File: src/design/fgfw_pkg.sv
// Shared types and constants of the glyph-to-frame writer.
// Depends on nothing; every other file of the block uses it.
package fgfw_pkg;

   // Item field widths fixed by the interface
   localparam int FUNC_W      = 2;
   localparam int FONT_ADDR_W = 12;
   localparam int BYTE_W      = 8;
   localparam int LINE_W      = 2;
   localparam int FB_ADDR_W   = 9;
   localparam int PEN_W       = 8;

   // Function codes
   localparam logic [FUNC_W-1:0] FUNC_LOAD    = 2'd0;
   localparam logic [FUNC_W-1:0] FUNC_DRAW    = 2'd1;
   localparam logic [FUNC_W-1:0] FUNC_NEW_MSG = 2'd2;

   // Text line codes
   localparam logic [LINE_W-1:0] LINE_UPPER = 2'd1;
   localparam logic [LINE_W-1:0] LINE_LOWER = 2'd2;

   // First code in the font (space)
   localparam logic [BYTE_W-1:0] FIRST_CODE = 8'd32;

   // Page numbers of the upper page of each text line
   localparam logic [1:0] PAGE_UPPER_LINE = 2'd0;
   localparam logic [1:0] PAGE_LOWER_LINE = 2'd2;

   typedef struct packed {
      logic [FUNC_W-1:0]      func;
      logic [FONT_ADDR_W-1:0] font_addr;
      logic [BYTE_W-1:0]      font_byte;
      logic [LINE_W-1:0]      text_line;
      logic [BYTE_W-1:0]      char_code;
   } req_type;

   typedef struct packed {
      logic [FB_ADDR_W-1:0] fb_addr;
      logic [BYTE_W-1:0]    fb_data;
      logic                 write_enable;
      logic                 last;
   } rsp_type;

   // Draw command handed to the sequencer
   typedef struct packed {
      logic [BYTE_W-1:0] code;
      logic              upper;
      logic [PEN_W-1:0]  pen;
   } start_cmd_type;

   // Pen write-back from the sequencer
   typedef struct packed {
      logic             valid;
      logic             upper;
      logic [PEN_W-1:0] pen;
   } pen_upd_type;

endpackage

File: src/design/fgfw_sequencer.sv
// Glyph sequencer: computes the glyph base, checks the fit, then walks the glyph bytes
// through one shared address adder, one font read per cycle unless stalled. Depends on fgfw_pkg.
module fgfw_sequencer #(
   parameter int FONT_DEPTH    = 4096,
   parameter int GLYPH_COLUMNS = 12,
   parameter int GLYPH_BYTES   = 25,
   parameter int PAGE_WIDTH    = 128
) (
   input  logic                          clock,
   input  logic                          reset,
   input  logic                          start,
   input  fgfw_pkg::start_cmd_type       start_cmd,
   input  logic                          out_free,
   input  logic [fgfw_pkg::BYTE_W-1:0]   rd_data,
   output logic                          idle,
   output logic                          rd_en,
   output logic [$clog2(FONT_DEPTH)-1:0] rd_addr,
   output logic                          beat_valid,
   output fgfw_pkg::rsp_type             beat,
   output fgfw_pkg::pen_upd_type         pen_upd
);

   localparam int AW       = $clog2(FONT_DEPTH);
   localparam int BASE_W   = $clog2(223 * GLYPH_BYTES + 1);
   localparam int SUM_W    = $clog2(224 * GLYPH_BYTES + 2 * GLYPH_COLUMNS + 1);
   localparam int OFF_W    = $clog2(2 * GLYPH_COLUMNS + 2);
   localparam int COL_W    = $clog2(256 + GLYPH_COLUMNS);
   localparam logic [OFF_W-1:0] LAST_OFF = OFF_W'(2 * GLYPH_COLUMNS);

   typedef enum logic [3:0] {
      S_IDLE  = 4'b0001,
      S_BASE  = 4'b0010,
      S_CHECK = 4'b0100,
      S_RUN   = 4'b1000
   } state_type;

   state_type                   state_ff, state_in;
   logic [fgfw_pkg::BYTE_W-1:0] code_ff, code_in;
   logic                        upper_ff, upper_in;
   logic [fgfw_pkg::PEN_W-1:0]  pen_ff, pen_in;
   logic [BASE_W-1:0]           base_ff, base_in;
   logic [OFF_W-1:0]            fetch_ff, fetch_in;
   logic                        pend_ff, pend_in;
   logic [OFF_W-1:0]            pend_off_ff, pend_off_in;
   logic                        pend_oob_ff, pend_oob_in;
   logic [fgfw_pkg::BYTE_W-1:0] width_ff, width_in;
   logic [COL_W-1:0]            col_ff, col_in;
   logic                        hi_ff, hi_in;

   logic [fgfw_pkg::BYTE_W-1:0] code_off;
   logic [SUM_W-1:0]            opnd;
   logic [SUM_W-1:0]            sum;
   logic                        oob;
   logic                        more;
   logic                        pend_is_width;
   logic [fgfw_pkg::BYTE_W-1:0] data;
   logic                        emit;
   logic                        consume;
   logic                        issue;
   logic                        beat_last;
   logic                        clipped;
   logic [1:0]                  page;

   // Shared adder: glyph end in the check step, byte address while running
   assign code_off = code_ff - fgfw_pkg::FIRST_CODE;
   assign opnd     = (state_ff == S_CHECK) ? SUM_W'(GLYPH_BYTES) : SUM_W'(fetch_ff);
   assign sum      = SUM_W'(base_ff) + opnd;
   assign oob      = 32'(sum) >= FONT_DEPTH;

   assign more          = fetch_ff <= LAST_OFF;
   assign pend_is_width = pend_off_ff == '0;
   assign data          = pend_oob_ff ? '0 : rd_data;
   assign emit          = pend_ff && !pend_is_width && out_free;
   assign consume       = pend_ff && (pend_is_width || out_free);
   assign issue         = (state_ff == S_RUN) && more && (!pend_ff || consume);
   assign beat_last     = pend_off_ff == LAST_OFF;

   assign rd_en   = issue && !oob;
   assign rd_addr = AW'(sum);

   assign clipped = 32'(col_ff) >= PAGE_WIDTH;
   assign page    = (upper_ff ? fgfw_pkg::PAGE_UPPER_LINE : fgfw_pkg::PAGE_LOWER_LINE)
                    + {1'b0, hi_ff};

   always_comb begin
      beat.fb_addr      = clipped ? '0
                          : fgfw_pkg::FB_ADDR_W'(32'(page) * PAGE_WIDTH + 32'(col_ff));
      beat.fb_data      = clipped ? '0 : data;
      beat.write_enable = !clipped;
      beat.last         = beat_last;
   end

   assign beat_valid = emit;
   assign idle       = state_ff == S_IDLE;

   assign pen_upd.valid = emit && beat_last;
   assign pen_upd.upper = upper_ff;
   assign pen_upd.pen   = pen_ff + width_ff;

   always_comb begin
      state_in    = state_ff;
      code_in     = code_ff;
      upper_in    = upper_ff;
      pen_in      = pen_ff;
      base_in     = base_ff;
      fetch_in    = fetch_ff;
      pend_in     = pend_ff;
      pend_off_in = pend_off_ff;
      pend_oob_in = pend_oob_ff;
      width_in    = width_ff;
      col_in      = col_ff;
      hi_in       = hi_ff;

      unique case (state_ff)
         S_IDLE: begin
            if (start) begin
               code_in  = start_cmd.code;
               upper_in = start_cmd.upper;
               pen_in   = start_cmd.pen;
               state_in = S_BASE;
            end
         end
         S_BASE: begin
            base_in  = BASE_W'(32'(code_off) * GLYPH_BYTES);
            state_in = S_CHECK;
         end
         S_CHECK: begin
            // Drop glyphs that do not fit in the font memory
            if (32'(sum) > FONT_DEPTH) begin
               state_in = S_IDLE;
            end else begin
               fetch_in = '0;
               pend_in  = 1'b0;
               col_in   = COL_W'(pen_ff);
               hi_in    = 1'b0;
               state_in = S_RUN;
            end
         end
         S_RUN: begin
            if (consume) begin
               pend_in = 1'b0;
               if (pend_is_width) begin
                  width_in = data;
               end
            end
            if (emit) begin
               hi_in = !hi_ff;
               if (hi_ff) begin
                  col_in = col_ff + COL_W'(1);
               end
               if (beat_last) begin
                  state_in = S_IDLE;
               end
            end
            if (issue) begin
               pend_in     = 1'b1;
               pend_off_in = fetch_ff;
               pend_oob_in = oob;
               fetch_in    = fetch_ff + OFF_W'(1);
            end
         end
         default: begin
            state_in = S_IDLE;
         end
      endcase
   end

   always_ff @(posedge clock) begin
      if (reset) begin
         state_ff <= S_IDLE;
         pend_ff  <= 1'b0;
      end else begin
         state_ff <= state_in;
         pend_ff  <= pend_in;
      end
   end

   always_ff @(posedge clock) begin
      code_ff     <= code_in;
      upper_ff    <= upper_in;
      pen_ff      <= pen_in;
      base_ff     <= base_in;
      fetch_ff    <= fetch_in;
      pend_off_ff <= pend_off_in;
      pend_oob_ff <= pend_oob_in;
      width_ff    <= width_in;
      col_ff      <= col_in;
      hi_ff       <= hi_in;
   end

endmodule

File: config.mk
export PLATFORM = sky130hd
export DESIGN_NAME = fgfw_sequencer
export DESIGN_NICKNAME = d
export VERILOG_FILES = /design/src/design/fgfw_pkg.sv /design/src/design/fgfw_sequencer.sv
export SDC_FILE = /design/constraint.sdc
export NUM_CORES = 1
export LEC_CHECK = 0
export BUFFER_PORTS_ARGS = -buffer_cell sky130_fd_sc_hd__buf_2
export CAP_MARGIN = 20
export CORE_MARGIN = 3
export CORE_UTILIZATION = 55
export DETAILED_ROUTE_END_ITERATION = 10
export PLACE_DENSITY = 0.78
export SYNTH_ARGS = -nofsm -noshare
export SYNTH_HDL_FRONTEND = slang
export SYNTH_SLANG_ARGS = --single-unit
File: constraint.sdc
create_clock -name clock -period 4 [get_ports clock]
set_clock_uncertainty 0.05 [all_clocks]
set_input_delay 0 -clock clock [delete_from_list [all_inputs] [get_ports clock]]
set_output_delay 0 -clock clock [all_outputs]
set_load 0.02 [all_outputs]
Yosys cells after proc, flatten, opt, wreduce, memory -nomap -nowiden --
Index checks and enable logic that the tools add are counted.
Storage, ports and cells: flip-flop bits (word level) 64, bits in latches 0, bits in writable memories 0, bits in read-only memories 0, input bits 29, output and inout port bits 44, word-level logic and storage cells 83, memories kept 0
Operators by class: add/subtract/negate cells 7, $mul 1, div/mod/pow operators 0, order comparisons 4, equal/unequal tests 12, shifts and indexed selects 0, muxes and demuxes 23, bitwise logic cells 0, reduce and logical (&&, ||, !) cells 24
Operators by type and width (number):
- two-way mux 9 bit | 4
- case mux 9 bit (2 select lines) | 1
- two-way mux 4 bit | 4
- two-way mux 8 bit | 2
- case mux 4 bit (4 select lines) | 1
- two-way mux 5 bit | 3
- AND reduction 3 bit | 5
- adder 13 x 5 -> 13 bit | 1
- >= comparator 13 bit (second input constant) | 1
- greater-than comparator 13 bit (second input constant) | 1
- multiplier 8 x 5 -> 13 bit (second input constant) | 1
- inequality test 2 bit (second input constant) | 6
- case mux 5 bit (2 select lines) | 1
- adder 9 x 1 -> 9 bit (second input constant) | 1
- adder 9 bit | 1
- >= comparator 9 x 8 -> 1 bit (second input constant) | 1
- adder 8 bit | 1
- subtractor 8 x 6 -> 8 bit (second input constant) | 1
- logical AND 1 bit | 7
- adder 5 x 1 -> 5 bit (second input constant) | 1
- == test 5 bit (second input constant) | 1
- less-or-equal comparator 5 bit (second input constant) | 1
- logical NOT 1 bit | 5
- logical NOT 5 bit | 1
- other kinds (13) | 19

Depth between registers and ports, before layout --
Gate-level depths: netlist of the first run.
word-level depth 7, mapped depth 12, depth with buffers taken out 12

Worst setup path before layout of the first run --
OpenSTA, ideal clock, no wires.
path kind reg-to-reg, start point register state_ff[1], end point register col_ff[0] (enable), library setup time 306 ps, arrival time 2982 ps, data required time 3644 ps, setup slack 662 ps, stages on the path, launching flop included 10, buffers on the path 0, clock period less this slack 3338 ps, cell sequence dfxtp_1 or4b_2 and2_1 ha_1 a211o_1 o21a_1 xor2_1 nor4_1 a2bb2oi_2 nand2_1
Between the ends: cells in the longest elaborated chain, start to end 6, elaborated cells on any way between the ends 10, those cells by class add/sub: 1; order compare: 1; eq/ne: 5; mux: 1; reduce/logical: 2
RTL lines:
- from (decl) | RTL line fgfw_sequencer.sv:37 | state_type state_ff, state_in;
- from (signal assigned) | RTL line fgfw_sequencer.sv:173 | state_ff <= state_in;
- == test 4 x 3 -> 1 bit | RTL line fgfw_sequencer.sv:66 | assign opnd = (state_ff == S_CHECK) ? SUM_W'(GLYPH_BYTES) : SUM_W'(fetch_ff);
- two-way mux 5 bit | RTL line fgfw_sequencer.sv:66
- adder 13 x 5 -> 13 bit | RTL line fgfw_sequencer.sv:67 | assign sum = SUM_W'(base_ff) + opnd;
- named net rd_addr[4] | RTL line fgfw_sequencer.sv:17 | output logic [$clog2(FONT_DEPTH)-1:0] rd_addr,
- greater-than comparator 13 bit | RTL line fgfw_sequencer.sv:129 | if (32'(sum) > FONT_DEPTH) begin
- inequality test 2 bit (no source line)
- AND reduction 4 bit (no source line)
- to (signal assigned) | RTL line fgfw_sequencer.sv:187 | col_ff <= col_in;
- to (decl) | RTL line fgfw_sequencer.sv:47 | logic [COL_W-1:0] col_ff, col_in;
The timed path passes the listed nets, and every way through them passes these cells. A chain may end at the register's enable or synchronous reset.

Worst setup path after layout of the first run --
start point register state_ff[2], end point register col_ff[0] (enable)
Between the ends: cells in the longest elaborated chain, start to end 6, elaborated cells on any way between the ends 10, those cells by class add/sub: 1; order compare: 1; eq/ne: 5; mux: 1; reduce/logical: 2
RTL lines (RTL line):
- == test 4 x 3 -> 1 bit | fgfw_sequencer.sv:66, fgfw_sequencer.sv:114
- two-way mux 5 bit | fgfw_sequencer.sv:66
- adder 13 x 5 -> 13 bit | fgfw_sequencer.sv:67
- greater-than comparator 13 bit | fgfw_sequencer.sv:129
- inequality test 2 bit (no source line)
- AND reduction 4 bit (no source line) (*)
Every way passes the cells marked *; elsewhere a longest branch is shown, timed or not.

==> results of run 1 <==
## critical path: cells and delay by family, from the launching register on
family                     cells  cell delay (ps)
adders and majority gates      1              490
DFF                            1              430
AOI/OAI and AO/OA              4              920
and+or+nand+nor                4             1440
## kinds of logic after synthesis
| family | synth area share |
|---|---|
| muxes | 0.00239 |
| adders and majority gates | 0.161 |
| buffers and inverters | 0.0364 |
| and+or+nand+nor | 0.170 |
| AOI/OAI and AO/OA | 0.103 |
| DFF | 0.447 |
| xor gates and xnor gates | 0.0797 |
## area by class of cell
class | count | area, sq um
Fill cell | 538 | 2220
Inverter | 29 | 109
Clock buffer | 11 | 131
Multi-Input combinational cell | 278 | 2170
Timing Repair Buffer | 99 | 628
Tap cell | 99 | 124
Clock inverter | 4 | 70.1
Sequential cell | 64 | 1870
## worst max-delay path by stage
stage | startpoint | to | slack (ps)
5_1_grt | state_ff[2] | col_ff[2] | 100
4_1_cts | state_ff[2] | col_ff[0] | 350
2_1_floorplan | state_ff[1] | col_ff[0] | 660
3_5_place_dp | state_ff[1] | col_ff[0] | 390
3_3_place_gp | state_ff[2] | col_ff[5] | 550
6_report | state_ff[2] | col_ff[0] | 340
## layout by cell type, fill, tap and decap left out, types with 2 or more instances in the layout
cell,synthesis,final
and2_1,18,18
nor4b_1,4,3
xor2_1,13,13
nor3_1,5,5
a21boi_0,2,2
nor3b_1,2,2
nand2b_1,4,4
edfxtp_1,59,59
clkbuf_8,0,9
nor2_1,36,36
o41a_1,2,2
nor2b_1,14,14
a21o_1,4,4
nand3_1,14,14
or2_2,2,2
or4b_2,2,2
o21bai_1,2,2
dlygate4sd3_1,0,26
a211o_1,2,2
and3_1,3,3
nor4_1,2,2
buf_2,1,72
o21ai_0,16,16
bufinv_16,0,2
nor4b_2,1,2
clkinv_2,0,2
xnor2_1,22,22
o21a_1,7,7
nand2_1,20,20
fa_1,5,5
ha_1,46,46
a221oi_1,2,2
dfxtp_1,5,5
o211ai_1,2,2
a21oi_1,5,5
clkbuf_1,3,2
inv_1,29,29
## flip-flops by register name, summed over array words and instances, names as in the netlist, 4 cells and up
name / cells
code_ff: 8
fetch_ff: 5
pen_ff: 8
state_ff: 4
col_ff: 9
width_ff: 8
pend_off_ff: 5
base_ff: 13
## metrics by stage
stage / utilization / instance area (sq um) / power [uW] / std cells
floorplan: - / 4190 / 1130 / 379
global placement: 0.634 / 4640 / 1220 / 543
detailed placement: 0.634 / 4640 / 1230 / 543
CTS: 0.697 / 5110 / 1830 / 584
global route: 0.697 / 5110 / 1930 / 584
finish: 0.697 / 5110 / 1820 / 584
## power by group through the flow
stage                     registers, uW  clock network (uW)  logic (uW)
final                               803                 569         445
after floorplan                     809                   0         325
after CTS                           803                 578         450
after global placement              816                   0         404
after detailed placement            818                   0         415
after global routing                806                 611         511
## layer usage
layer | global-route usage | vias to the layer above | wire (microns) | share of wire
li1 | - | 1549 | - | -
met1 | 0.265 | 1437 | 3640 | 0.43
met2 | 0.362 | 90 | 4240 | 0.50
met3 | 0.0410 | 9 | 479 | 0.057
met4 | 0.0549 | 0 | 76 | 0.0090
met5 | 0 | - | 0 | 0
==> out/results.ini, run 1 <==
[status]
status = completed

[synthesis]
ys.flop_type = edfxtp_1
synth-seq-cells = 64
synth_area_leaders = edfxtp_1, ha_1, xnor2_1, nor2_1, xor2_1
yosysMostFrequentCell = edfxtp_1
synth_edf_count = 59
ys_seq_area_frac = 0.447
syn_avg_cell_area_sq_um = 11.1
ys_types = 56
async_flop_share = 0
netlist_area_sq_um = 4190
synth_top_area_share = 0.423
yosysTopAreaCell = edfxtp_1
synth.top_cells.by_count = edfxtp_1, ha_1, nor2_1
syn_inst = 379
synth_warnings = 0
syn-num-nets = 459

[cts]
cts_made_buffers = 9
cts_setup_buffers = 0
clockRootBuffer = clkbuf_8
worstSkewPairLatency_ps = 320
cts_buffer_depth = 2
path_clk_slew_ps = 70
postCtsResizedCells = 0
htree_num_levels = 3
cts_tree = built
cts_num_sinks = 64
cts-hold-fix-buffers = 26

[final_layout]
layout-drive-gt1-share = 0.210
nNetsFinal = 561
area_growth_pct = 21.9
num_antenna_cells = 0

[power_and_ir_drop]
combPwrFrac = 0.245
switchingPower_uw = 482
ir_worst_vdd_uv = 241
p_leak_uw = 0.00221
sw_frac_of_total = 0.265
p_int_uw = 1340
p_per_area_nw_per_um2 = 356
clockPowerShare = 0.313
p_seq_frac = 0.442

[routing]
vias = 3085
drtIter0Drc = 142
avgRoutedWirePerCell_microns = 14.5
ant_nets = 0
first_pass_iters = 5
drcViolationCount = 0
totalWireLength_microns = 8440
vias_per_cell = 5.28

[place]
hpwl_microns = 6340
pre_cts_ws_ps = 394
place_congestion = 0.869
portBuffers = 72

[sta]
final.period_utilization = 0.916
setup_viol = 0
period_minus_slack_ps = 3660
timing.fmax_mhz = 273
hold_slack_ps = 31.5
slew_violations = 0
slew-limit-headroom = 0.382
rsz0062_at_grt = no
layout_setup_ws_ps = 336
worst-slew-pin-transition_ps = 915
hold_viol = 0
finalSetupTns_ps = 0

[worst_setup_path]
r2r_start = state_ff[2]
crit_type = register to register
critPathLaunchType = register
crit_required_ps = 3940
cpPeakStageDelay_ps = 580
arrival_ps = 3600
r2r_cells = 9
timing.rr.end = col_ff[0]
cp_cell_sequence = nor4b_1 -> nor2_1 -> fa_1 -> a211o_1 -> a21oi_4 -> o2111ai_1 -> nor4_1 -> a2bb2oi_2 -> nand2_1
reg2reg_slack_ps = 340
crit_fanout = 9
crit_slowest_cell = nor4b_1
endpoint_kind = register

[min_path]
worstHoldStart = rd_data[0]
hold_depth = 2
holdPathEnd = width_ff[0]
hp-class = input pin to register

[flow_run]
drv_cap = 0

[floorplan]
ios = 73
fp.dieH_microns = 93.3
dieArea_sq_um = 8700
start_util = 0.572
die_x_microns = 93.3
core-area_sq_um = 7330
rows = 31

[global_routing]
grt_pass1_vias = 3098
grtUsageTotal = 0.208
antenna_found_initial = 0
grt_overflow_total = 0
grt_start_max_net_pins = 22
grt_pass1_wl_microns = 14200

No activity file was read; power rests on OpenSTA's default activity.
==> run 2: changes to the inputs <==
- ABC_AREA: unset -> 1
- PLACE_DENSITY: 0.78 -> 0.77
==> run 2 against run 1 <==
  * Count of clock-buffer cells in the layout fell by 2
  * Synthesized cell count rose by 26%
  * Setup slack improved by 230 ps
  * Global-route usage rose by 1.9 points
  * First-iteration DRC count rose by 15%
  * Utilization rose by 1.5 points
  * Sequential power rose by 5.2%
  * Design area rose by 2.6%
  * Sequential cell count did not move
  * Non-clock buffer count rose by 5
  * Critical path depth rose by 7
  * Power rose by 19%
==> out/results.ini, run 2 <==
[cts]
cts_made_buffers = 9
path_clk_slew_ps = 80
postCtsResizedCells = 0
worstSkewPairLatency_ps = 340
cts_num_sinks = 64
cts_setup_buffers = 0
cts_tree = built
cts-hold-fix-buffers = 27
cts_buffer_depth = 2
htree_num_levels = 3
clockRootBuffer = clkbuf_8

[synthesis]
synth_top_area_share = 0.417
synth-seq-cells = 64
syn-num-nets = 558
syn_inst = 478
synth.top_cells.by_count = nand2_1, inv_1, nor2_1
synth_warnings = 0
syn_avg_cell_area_sq_um = 8.88
yosysTopAreaCell = edfxtp_1
synth_area_leaders = edfxtp_1, ha_1, nand2_1, inv_1, nor2_1
netlist_area_sq_um = 4240
async_flop_share = 0
ys_types = 31
ys_seq_area_frac = 0.441
ys.flop_type = edfxtp_1
synth_edf_count = 59
yosysMostFrequentCell = nand2_1

[sta]
period_minus_slack_ps = 3430
finalSetupTns_ps = 0
slew_violations = 0
worst-slew-pin-transition_ps = 680
hold_viol = 0
final.period_utilization = 0.858
rsz0062_at_grt = no
setup_viol = 0
timing.fmax_mhz = 291
slew-limit-headroom = 0.545

[worst_setup_path]
critPathLaunchType = register
endpoint_kind = register
crit_fanout = 5
startpoint = state_ff[2]
crit_required_ps = 3950
arrival_ps = 3380
r2r_start = state_ff[2]
crit_type = register to register

[floorplan]
rows = 31
fp.dieH_microns = 93.8
start_util = 0.576
die_x_microns = 93.8
dieArea_sq_um = 8810
core-area_sq_um = 7370
ios = 73

[global_routing]
antenna_found_initial = 0
grtUsageTotal = 0.227
grt_pass1_vias = 3487
grt_pass1_wl_microns = 15600
grt_overflow_total = 0
grt_start_max_net_pins = 21

[place]
hpwl_microns = 6800
place_congestion = 0.885
portBuffers = 72
placedInstanceArea_sq_um = 4720

[routing]
avgRoutedWirePerCell_microns = 13.3
vias = 3507
vias_per_cell = 5.09
first_pass_iters = 4
ant_nets = 0
totalWireLength_microns = 9160
drtIter0Drc = 163
drcViolationCount = 0

[power_and_ir_drop]
p_leak_uw = 0.00260
switchingPower_uw = 674
clockPowerShare = 0.315
p_seq_frac = 0.391
p_per_area_nw_per_um2 = 413
sw_frac_of_total = 0.312
combPwrFrac = 0.294
p_int_uw = 1490
ir_worst_vdd_uv = 287
p_total_uw = 2160

[final_layout]
top_regs = base_ff: 13 flops, col_ff: 9 flops
mostFrequentLayoutCell = nand2_1
layout_common_cells = nand2_1, inv_1, buf_2
fin_area_sq_um = 5240
area_growth_pct = 23.5
layout-drive-gt1-share = 0.192
nNetsFinal = 665
num_antenna_cells = 0
top_register = base_ff
largest_register_ffs = 13

[min_path]
worstHoldStart = out_free
hp-class = input pin to register

[status]
status = completed

[flow_run]
drv_cap = 0

run 2: power by group through the flow:
stage	logic, uW	clock network [uW]	registers, uW
finish	636	680	845
global route	734	721	850
CTS	639	691	845
detailed placement	608	0	859
global placement	587	0	856
floorplan	462	0	848
run 2: kinds of logic (layout without fill, tap and decap cells):
logic type,count (synthesis),count (layout),synth area share
simple gates,220,220,0.231
flops,64,64,0.441
xor+xnor,23,23,0.0492
compound gates,27,27,0.0354
buf+inv,93,205,0.0840
fa+ha+maj,51,51,0.159
run 2: final timing paths:
kind	end	slack, ps	depth (start not counted)
max	fetch_ff[0]	570	16
max reg2reg	fetch_ff[0]	570	16
min	hi_ff	160	5
min reg2reg	pend_off_ff[4]	410	0
run 2: per-layer routing:
metal,wire [microns],GRT usage
met5,0,0
met4,170,0.0915
met3,600,0.0521
met2,4450,0.368
met1,3940,0.294
run 2: worst max-delay path, stage by stage (launching register included):
cell and delay (ps):
dfxtp_1 360, inv_1 60, nor3_2 330, inv_1 160, nand2_1 100, ha_1 220
fa_1 440, or2_2 280, nor2_1 100, nand3_1 80, nor2_1 100, nand2_1 50
nor2_1 90, nand2_1 110, nand3_2 100, nand2_1 90, a21oi_1 370
run 2: cell type report:
class / count / area, sq um
Tap cell: 99 / 124
Clock inverter: 7 / 118
Timing Repair Buffer: 104 / 668
Sequential cell: 64 / 1870
Multi-Input combinational cell: 321 / 2020
Inverter: 85 / 319
Fill cell: 550 / 2130
Clock buffer: 9 / 124
run 2: stage by stage:
stage               setup WS (ps)  instances  utilization  hold WS, ps
finish                        568        689        0.711          158
global route                  244        689        0.711          181
CTS                           590        688        0.710          155
detailed placement            603        645        0.641          128
global placement              749        645        0.641          126
floorplan                     672        478            -         22.4
